## config.mk

```make
export PLATFORM = sky130hd
export DESIGN_NAME = utf8_to_codepoint_decoder
export DESIGN_NICKNAME = d
export VERILOG_FILES = /design/src/u8cp_pkg.sv /design/src/u8cp_in_reg.sv /design/src/u8cp_decoder.sv /design/src/u8cp_out_reg.sv /design/src/utf8_to_codepoint_decoder.sv
export SDC_FILE = /design/constraint.sdc
export NUM_CORES = 1
export LEC_CHECK = 0
export CAP_MARGIN = 20
export CORE_MARGIN = 4
export CORE_UTILIZATION = 50
export CTS_BUF_LIST = sky130_fd_sc_hd__clkbuf_4 sky130_fd_sc_hd__clkbuf_8
export DETAILED_ROUTE_END_ITERATION = 12
export DONT_BUFFER_PORTS = 1
export RECOVER_POWER = 100
export SETUP_SLACK_MARGIN = 0.15
export SYNTH_ARGS = -nofsm -noshare
export SYNTH_HDL_FRONTEND = slang
export SYNTH_SLANG_ARGS = --single-unit
```

## constraint.sdc

```tcl
create_clock -name clk -period 2.2 [get_ports clk]
set_input_delay 0.44 -clock clk [delete_from_list [all_inputs] [get_ports clk]]
set_output_delay 0.44 -clock clk [all_outputs]
set_load 0.01 [all_outputs]
```

## src/u8cp_pkg.sv

```systemverilog
// ----------------------------------------------------------------------------
// u8cp_pkg
// Shared types, constants and the range check for the UTF-8 decoder.
// ----------------------------------------------------------------------------
package u8cp_pkg;

  localparam int unsigned CpWidth = 21;

  localparam logic [CpWidth-1:0] Replacement = 21'h00FFFD;
  localparam logic [CpWidth-1:0] MaxScalar   = 21'h10FFFF;
  localparam logic [CpWidth-1:0] SurrLo      = 21'h00D800;
  localparam logic [CpWidth-1:0] SurrHi      = 21'h00DFFF;
  localparam logic [CpWidth-1:0] Floor2      = 21'h000080;
  localparam logic [CpWidth-1:0] Floor3      = 21'h000800;
  localparam logic [CpWidth-1:0] Floor4      = 21'h010000;

  // One result beat
  typedef struct packed {
    logic [CpWidth-1:0] code_point;
    logic               decode_error;
  } result_t;

  // Overlong, surrogate and out-of-range values become the replacement char
  function automatic logic [CpWidth-1:0] finish_value(input logic [CpWidth-1:0] v,
                                                      input logic [1:0]         conts);
    logic [CpWidth-1:0] floor_val;
    logic               bad;
    begin
      floor_val = (conts == 2'd1) ? Floor2 : (conts == 2'd2) ? Floor3 : Floor4;
      bad = (v < floor_val) || (v > MaxScalar) || ((v >= SurrLo) && (v <= SurrHi));
      finish_value = bad ? Replacement : v;
    end
  endfunction

endpackage

```

## src/u8cp_in_reg.sv

```systemverilog
// ----------------------------------------------------------------------------
// u8cp_in_reg
// Input register: holds one byte beat until the decode stage takes it.
// ----------------------------------------------------------------------------
module u8cp_in_reg import u8cp_pkg::*; (
  input  logic       clk,
  input  logic       rst,
  input  logic       load,       // register may take a new beat
  input  logic       in_valid,
  input  logic [7:0] byte_in,
  output logic       held_valid,
  output logic [7:0] held_byte
);

  always_ff @(posedge clk) begin
    if (rst) begin
      held_valid <= 1'b0;
    end else if (load) begin
      held_valid <= in_valid;
    end
  end

  always_ff @(posedge clk) begin
    if (load && in_valid) begin
      held_byte <= byte_in;
    end
  end

endmodule

```

## src/u8cp_decoder.sv

```systemverilog
// ----------------------------------------------------------------------------
// u8cp_decoder
// Sequence state and single-pass decode of one byte into at most one result.
// ----------------------------------------------------------------------------
module u8cp_decoder import u8cp_pkg::*; (
  input  logic       clk,
  input  logic       rst,
  input  logic       advance,    // held byte is consumed this cycle
  input  logic [7:0] byte_val,
  output logic       res_valid,
  output result_t    res
);

  logic               halted, halted_next;
  logic [1:0]         bytes_remaining, bytes_remaining_next;
  logic [1:0]         seq_length, seq_length_next;
  logic [CpWidth-1:0] partial_value, partial_value_next;
  logic               cont_bad, cont_bad_next;

  always_comb begin
    halted_next          = halted;
    bytes_remaining_next = bytes_remaining;
    seq_length_next      = seq_length;
    partial_value_next   = partial_value;
    cont_bad_next        = cont_bad;
    res_valid            = 1'b0;
    res.code_point       = '0;
    res.decode_error     = 1'b0;

    if (!halted) begin
      if (bytes_remaining == 2'd0) begin
        cont_bad_next = 1'b0;
        if (byte_val[7] == 1'b0) begin
          res_valid      = 1'b1;
          res.code_point = {{(CpWidth-8){1'b0}}, byte_val};
        end else if (byte_val[7:5] == 3'b110) begin
          partial_value_next   = {{(CpWidth-5){1'b0}}, byte_val[4:0]};
          seq_length_next      = 2'd1;
          bytes_remaining_next = 2'd1;
        end else if (byte_val[7:4] == 4'b1110) begin
          partial_value_next   = {{(CpWidth-4){1'b0}}, byte_val[3:0]};
          seq_length_next      = 2'd2;
          bytes_remaining_next = 2'd2;
        end else if (byte_val[7:3] == 5'b11110) begin
          partial_value_next   = {{(CpWidth-3){1'b0}}, byte_val[2:0]};
          seq_length_next      = 2'd3;
          bytes_remaining_next = 2'd3;
        end else begin
          // stray continuation or F8-FF as lead
          halted_next      = 1'b1;
          res_valid        = 1'b1;
          res.decode_error = 1'b1;
        end
      end else begin
        cont_bad_next        = cont_bad | (byte_val[7:6] != 2'b10);
        partial_value_next   = {partial_value[CpWidth-7:0], byte_val[5:0]};
        bytes_remaining_next = bytes_remaining - 2'd1;
        if (bytes_remaining == 2'd1) begin
          res_valid = 1'b1;
          if (cont_bad_next) begin
            halted_next          = 1'b1;
            bytes_remaining_next = 2'd0;
            res.decode_error     = 1'b1;
          end else begin
            res.code_point = finish_value(partial_value_next, seq_length);
          end
        end
      end
    end
  end

  always_ff @(posedge clk) begin
    if (rst) begin
      halted          <= 1'b0;
      bytes_remaining <= 2'd0;
      seq_length      <= 2'd0;
      partial_value   <= '0;
      cont_bad        <= 1'b0;
    end else if (advance) begin
      halted          <= halted_next;
      bytes_remaining <= bytes_remaining_next;
      seq_length      <= seq_length_next;
      partial_value   <= partial_value_next;
      cont_bad        <= cont_bad_next;
    end
  end

endmodule

```

## src/u8cp_out_reg.sv

```systemverilog
// ----------------------------------------------------------------------------
// u8cp_out_reg
// Result register: holds a finished beat until the consumer takes it.
// ----------------------------------------------------------------------------
module u8cp_out_reg import u8cp_pkg::*; (
  input  logic    clk,
  input  logic    rst,
  input  logic    load,
  input  logic    res_valid,
  input  result_t res,
  input  logic    out_ready,
  output logic    out_valid,
  output result_t held
);

  always_ff @(posedge clk) begin
    if (rst) begin
      out_valid <= 1'b0;
    end else if (load) begin
      out_valid <= res_valid;
    end else if (out_ready) begin
      out_valid <= 1'b0;
    end
  end

  always_ff @(posedge clk) begin
    if (load && res_valid) begin
      held <= res;
    end
  end

endmodule

```

## src/utf8_to_codepoint_decoder.sv

```systemverilog
// ----------------------------------------------------------------------------
// utf8_to_codepoint_decoder
// Streaming UTF-8 to code point decoder, one byte beat per unstalled clock.
//
// Feed UTF-8 bytes in on the input channel; one code point beat comes out for
// each completed 1 to 4 byte sequence. Overlong forms, surrogates and values
// above 10FFFF come out as FFFD. A bad lead byte (80-BF, F8-FF) gives an error
// beat at once; a bad continuation byte gives an error beat when the last
// byte of its sequence arrives. After an error beat the block halts: bytes
// are still taken but nothing comes out until reset. A truncated sequence
// gives nothing. Throughput is one byte per cycle with no bubbles while no
// result beat is stalled. The edge that accepts the byte completing a result
// beat loads the input register, and the single decode pass then loads the
// result register once that register has space. Only a stalled result beat
// holds up the input, and then by a single register's worth of slack.
// ----------------------------------------------------------------------------
module utf8_to_codepoint_decoder import u8cp_pkg::*; (
  input  logic               clk,
  input  logic               rst,
  input  logic               in_valid,
  output logic               in_ready,
  input  logic [7:0]         byte_in,
  output logic               out_valid,
  input  logic               out_ready,
  output logic [CpWidth-1:0] code_point,
  output logic               decode_error
);

  logic       held_valid;
  logic [7:0] held_byte;
  logic       out_space;   // result register free or draining this cycle
  logic       advance;     // held byte moves through decode
  logic       res_valid;
  result_t    res;
  result_t    out_beat;

  assign out_space = !out_valid || out_ready;
  assign advance   = held_valid && out_space;
  assign in_ready  = !held_valid || out_space;

  u8cp_in_reg u_in (
    .clk        (clk),
    .rst        (rst),
    .load       (in_ready),
    .in_valid   (in_valid),
    .byte_in    (byte_in),
    .held_valid (held_valid),
    .held_byte  (held_byte)
  );

  // State advances only when a held byte is consumed
  u8cp_decoder u_dec (
    .clk       (clk),
    .rst       (rst),
    .advance   (advance),
    .byte_val  (held_byte),
    .res_valid (res_valid),
    .res       (res)
  );

  // Loaded on every advance; a byte with no result leaves it empty
  u8cp_out_reg u_out (
    .clk       (clk),
    .rst       (rst),
    .load      (advance),
    .res_valid (res_valid),
    .res       (res),
    .out_ready (out_ready),
    .out_valid (out_valid),
    .held      (out_beat)
  );

  assign code_point   = out_beat.code_point;
  assign decode_error = out_beat.decode_error;

endmodule

```

==> summary.md <==
| Metric | Value |
|---|---|
| Worst setup startpoint | `u_dec.partial_value[10]` |
| Area leader, netlist | `edfxtp_1` |
| Cell with the most instances after synthesis | `edfxtp_1` |
| Cell count after synthesis | `between 200 and 250` |
| Final #Nets | `252` |
| Crit path max fanout | `8` |
| Die W | `a little under 80 um` |
| DR WL/cell | `16.83 um` |
| Starting density of the core | `between 50% and 60%` |
| CP Data Arrival Time | `2.16 ns` |
| Share of Yosys cell area claimed by the top area cell type | `between 30% and 40%` |
| # port buffers | `0` |
| Final Cycle Share | `91.05%` |
| Count of pins over their slew limit | `0` |
| Max Cap Viol | `0` |
| Rows | `24` |
| Clock transition at the registers of the reported paths | `0.09 ns` |
| HP Class | `in -> reg` |
| Hold Worst Slack | `about 0.19 ns` |
| Cell area after synthesis | `about 0.0024 sq mm` |
| DRT Pass-1 Iters | `4` |
| Clock Latency Late Sink | `0.31 ns` |
| Outcome | `complete, no violations` |
| CTS H-Tree Depth | `2` |
| Slew at the pin with the worst max-slew slack | `between 0.5 and 0.6 ns` |
| Rel. slew slack | `61.43%` |
| Largest net degree at the start of global routing | `25` |
| Fin. Hold Viols | `0` |
| Maximum vdd drop | `about 450 uV` |
| Design area | `~0.0026 sq mm` |
| Startpoint types | `flip-flop` |
| Die ar. | `0.005961 sq mm` |
| Power Density | `751.0 mW/mm^2` |
| First-pass GRT wire length | `7921 um` |
| CTS Buffer Depth | `2` |
| Seq/Total Area, Yosys | `between 50% and 60%` |
| FMAX | `0.4992 GHz` |
| P_leak | `0.0008881 uW` |
| Wirelength, routed | `a little under 5000 um` |
| CTS Hold Bufs | `0` |
| Hold Crit Start | `rst` |
| GRT Overall Usage | `16.85%` |
| Clock tree sinks | `53` |
| Min Tclk post-route | `between 2 and 2.5 ns` |
| Crit path required time | `2.35 ns` |
| DR DRC count | `0` |
| Vias/cell | `roughly 6` |
| Ant diodes | `0` |
| Hold-critical path depth | `1` |
| CTS root buf | `clkbuf_8` |
| CTS tree | `yes` |
| Distinct cell type count of the synthesized netlist | `42` |
| Yosys warning count | `0` |
| R2r startpoint | `u_dec.partial_value[10]` |
| CTS Buf Count | `5` |
| Placed Cells | `between 200 and 300` |
| Setup bufs post-CTS | `0` |
| HPWL Detailed | `3588 um` |
| Area Growth Syn to Fin | `7.576%` |
| Post-synthesis average cell area | `between 10 and 15 sq um` |
| Number of I/O pins | `36` |
| RSZ-0062 raised after global routing | `no` |
| Critical path endpoint category | `flip-flop` |
| Final setup TNS | `0 ns` |
| Setup Viol. Count Final | `0` |
| Critical path type | `reg -> reg` |
| Ys async rst share | `0%` |
| Area post-placement | `0.002474 sq mm` |
| Most frequent cells after synthesis | `edfxtp_1, a21oi_1, dfxtp_1` |
| Vias in the first global route | `1,591` |
| DRT iter0 DRCs | `111` |
| Die H | `just under 80 um` |
| Gr ovfl total | `0` |
| Final design utilization | `a little under three fifths` |
| R2r worst-path depth | `5` |
| Post-CTS sizing | `0` |
| Final clock skew | `roughly 0.012 ns` |
| Layout cell share with drive strength beyond 1 | `10.13%` |
| Syn_nets | `250` |
| Initial antenna violation count | `0` |
| Post-synthesis register bit count | `53` |
| Routability Congestion | `between 0.8 and 0.9` |
| Vias | `between 1,500 and 2,000` |
| Core ar. | `0.004504 sq mm` |
| Prevailing post-synth register cell | `edfxtp_1` |
| Finished Layout Cells | `289` |
| Post-synth EDFFs | `30` |
| Ranking of synthesized cells by area | `edfxtp_1, dfxtp_1, a21oi_1` |
| Antenna viol nets, final | `0` |
[power by group]
part / switching, uW / internal (uW)
Sequential: 35.2 / 1090
Combinational: 84.2 / 44.3
Clock: 298 / 383
Total: 417 / 1520
[registers in the layout, summed over array words and instances (netlist names)]
register,flops
u_dec.bytes_remaining,2
u_dec.partial_value,15
u_out.held,22
u_in.held_valid,1
u_dec.seq_length,2
u_out.out_valid,1
u_dec.halted,1
u_in.held_byte,8
u_dec.cont_bad,1
[layer usage]
layer / wire (um) / global-route usage [%] / part of all wire, % / vias up
met1: 2278 / 22.84 / 47 / 818
met5: 0 / 0 / 0 / -
met2: 2214 / 25.47 / 46 / 47
met4: 78 / 6.940 / 1.6 / 0
li1: - / - / - / 864
met3: 291 / 4.450 / 6.0 / 5
[metrics by stage]
step / power [uW] / setup WS [ns]
2_1_floorplan: 1245 / 0.2002
3_3_place_gp: 1278 / 0.3591
3_5_place_dp: 1283 / 0.2713
4_1_cts: 1953 / 0.2364
5_1_grt: 2019 / 0.08788
6_report: 1935 / 0.1969
[cell usage in the layout (no fill, tap or decap), types with 2 or more instances in the layout]
cell      synthesis  layout
a31oi_1           2       2
nand3b_1          7       7
a21oi_1          29      29
nor3_1            7       7
nand3_1          12      11
buf_4             0       5
nand2_1          21      21
dfxtp_1          23      23
or4b_1            2       2
clkbuf_1         10       2
nand2b_1          5       5
ha_1              4       4
or3_1             3       3
a22oi_1           2       2
o211ai_1          2       2
nor2b_1           4       4
nor4_1            3       3
nor3_2            2       2
nor2_1           14      14
edfxtp_1         30      30
nand4b_1          2       2
clkbuf_8          0       6
nand4_1           4       4
inv_1             8       8
o21ai_0          14      19
[area by class of cell]
type | count | area [sq um]
timing repair buffer | 8 | 50.05
inverter | 8 | 30.03
clock buffer | 7 | 90.09
fill | 391 | 1928
sequential | 53 | 1361
clock inverter | 1 | 30.03
tap | 52 | 65.06
multi-input combinational | 160 | 949.7
[final timing paths]
kind	slack (ns)	end
min	0.19	u_dec.bytes_remaining[0]
min reg2reg	0.51	u_dec.partial_value[8]
max reg2reg	0.20	u_out.held[13]
max	0.20	u_out.held[13]
[worst max-delay path: stages (launching register included)]
cell      delay (ns)
dfxtp_1         0.39
or4_4           0.58
o31ai_4         0.34
clkbuf_1        0.29
nor2_1          0.08
a21oi_1         0.18
[kinds of logic (layout without fill, tap and decap cells)]
kind of cell | Yosys count | count (layout) | synth area share (%)
buf+inv | 21 | 24 | 3.710
fa+ha+maj | 4 | 4 | 2.090
compound gates | 61 | 61 | 15.20
simple gates | 95 | 95 | 22.15
flops | 53 | 53 | 56.84
No activity file was read; power rests on OpenSTA's default activity.
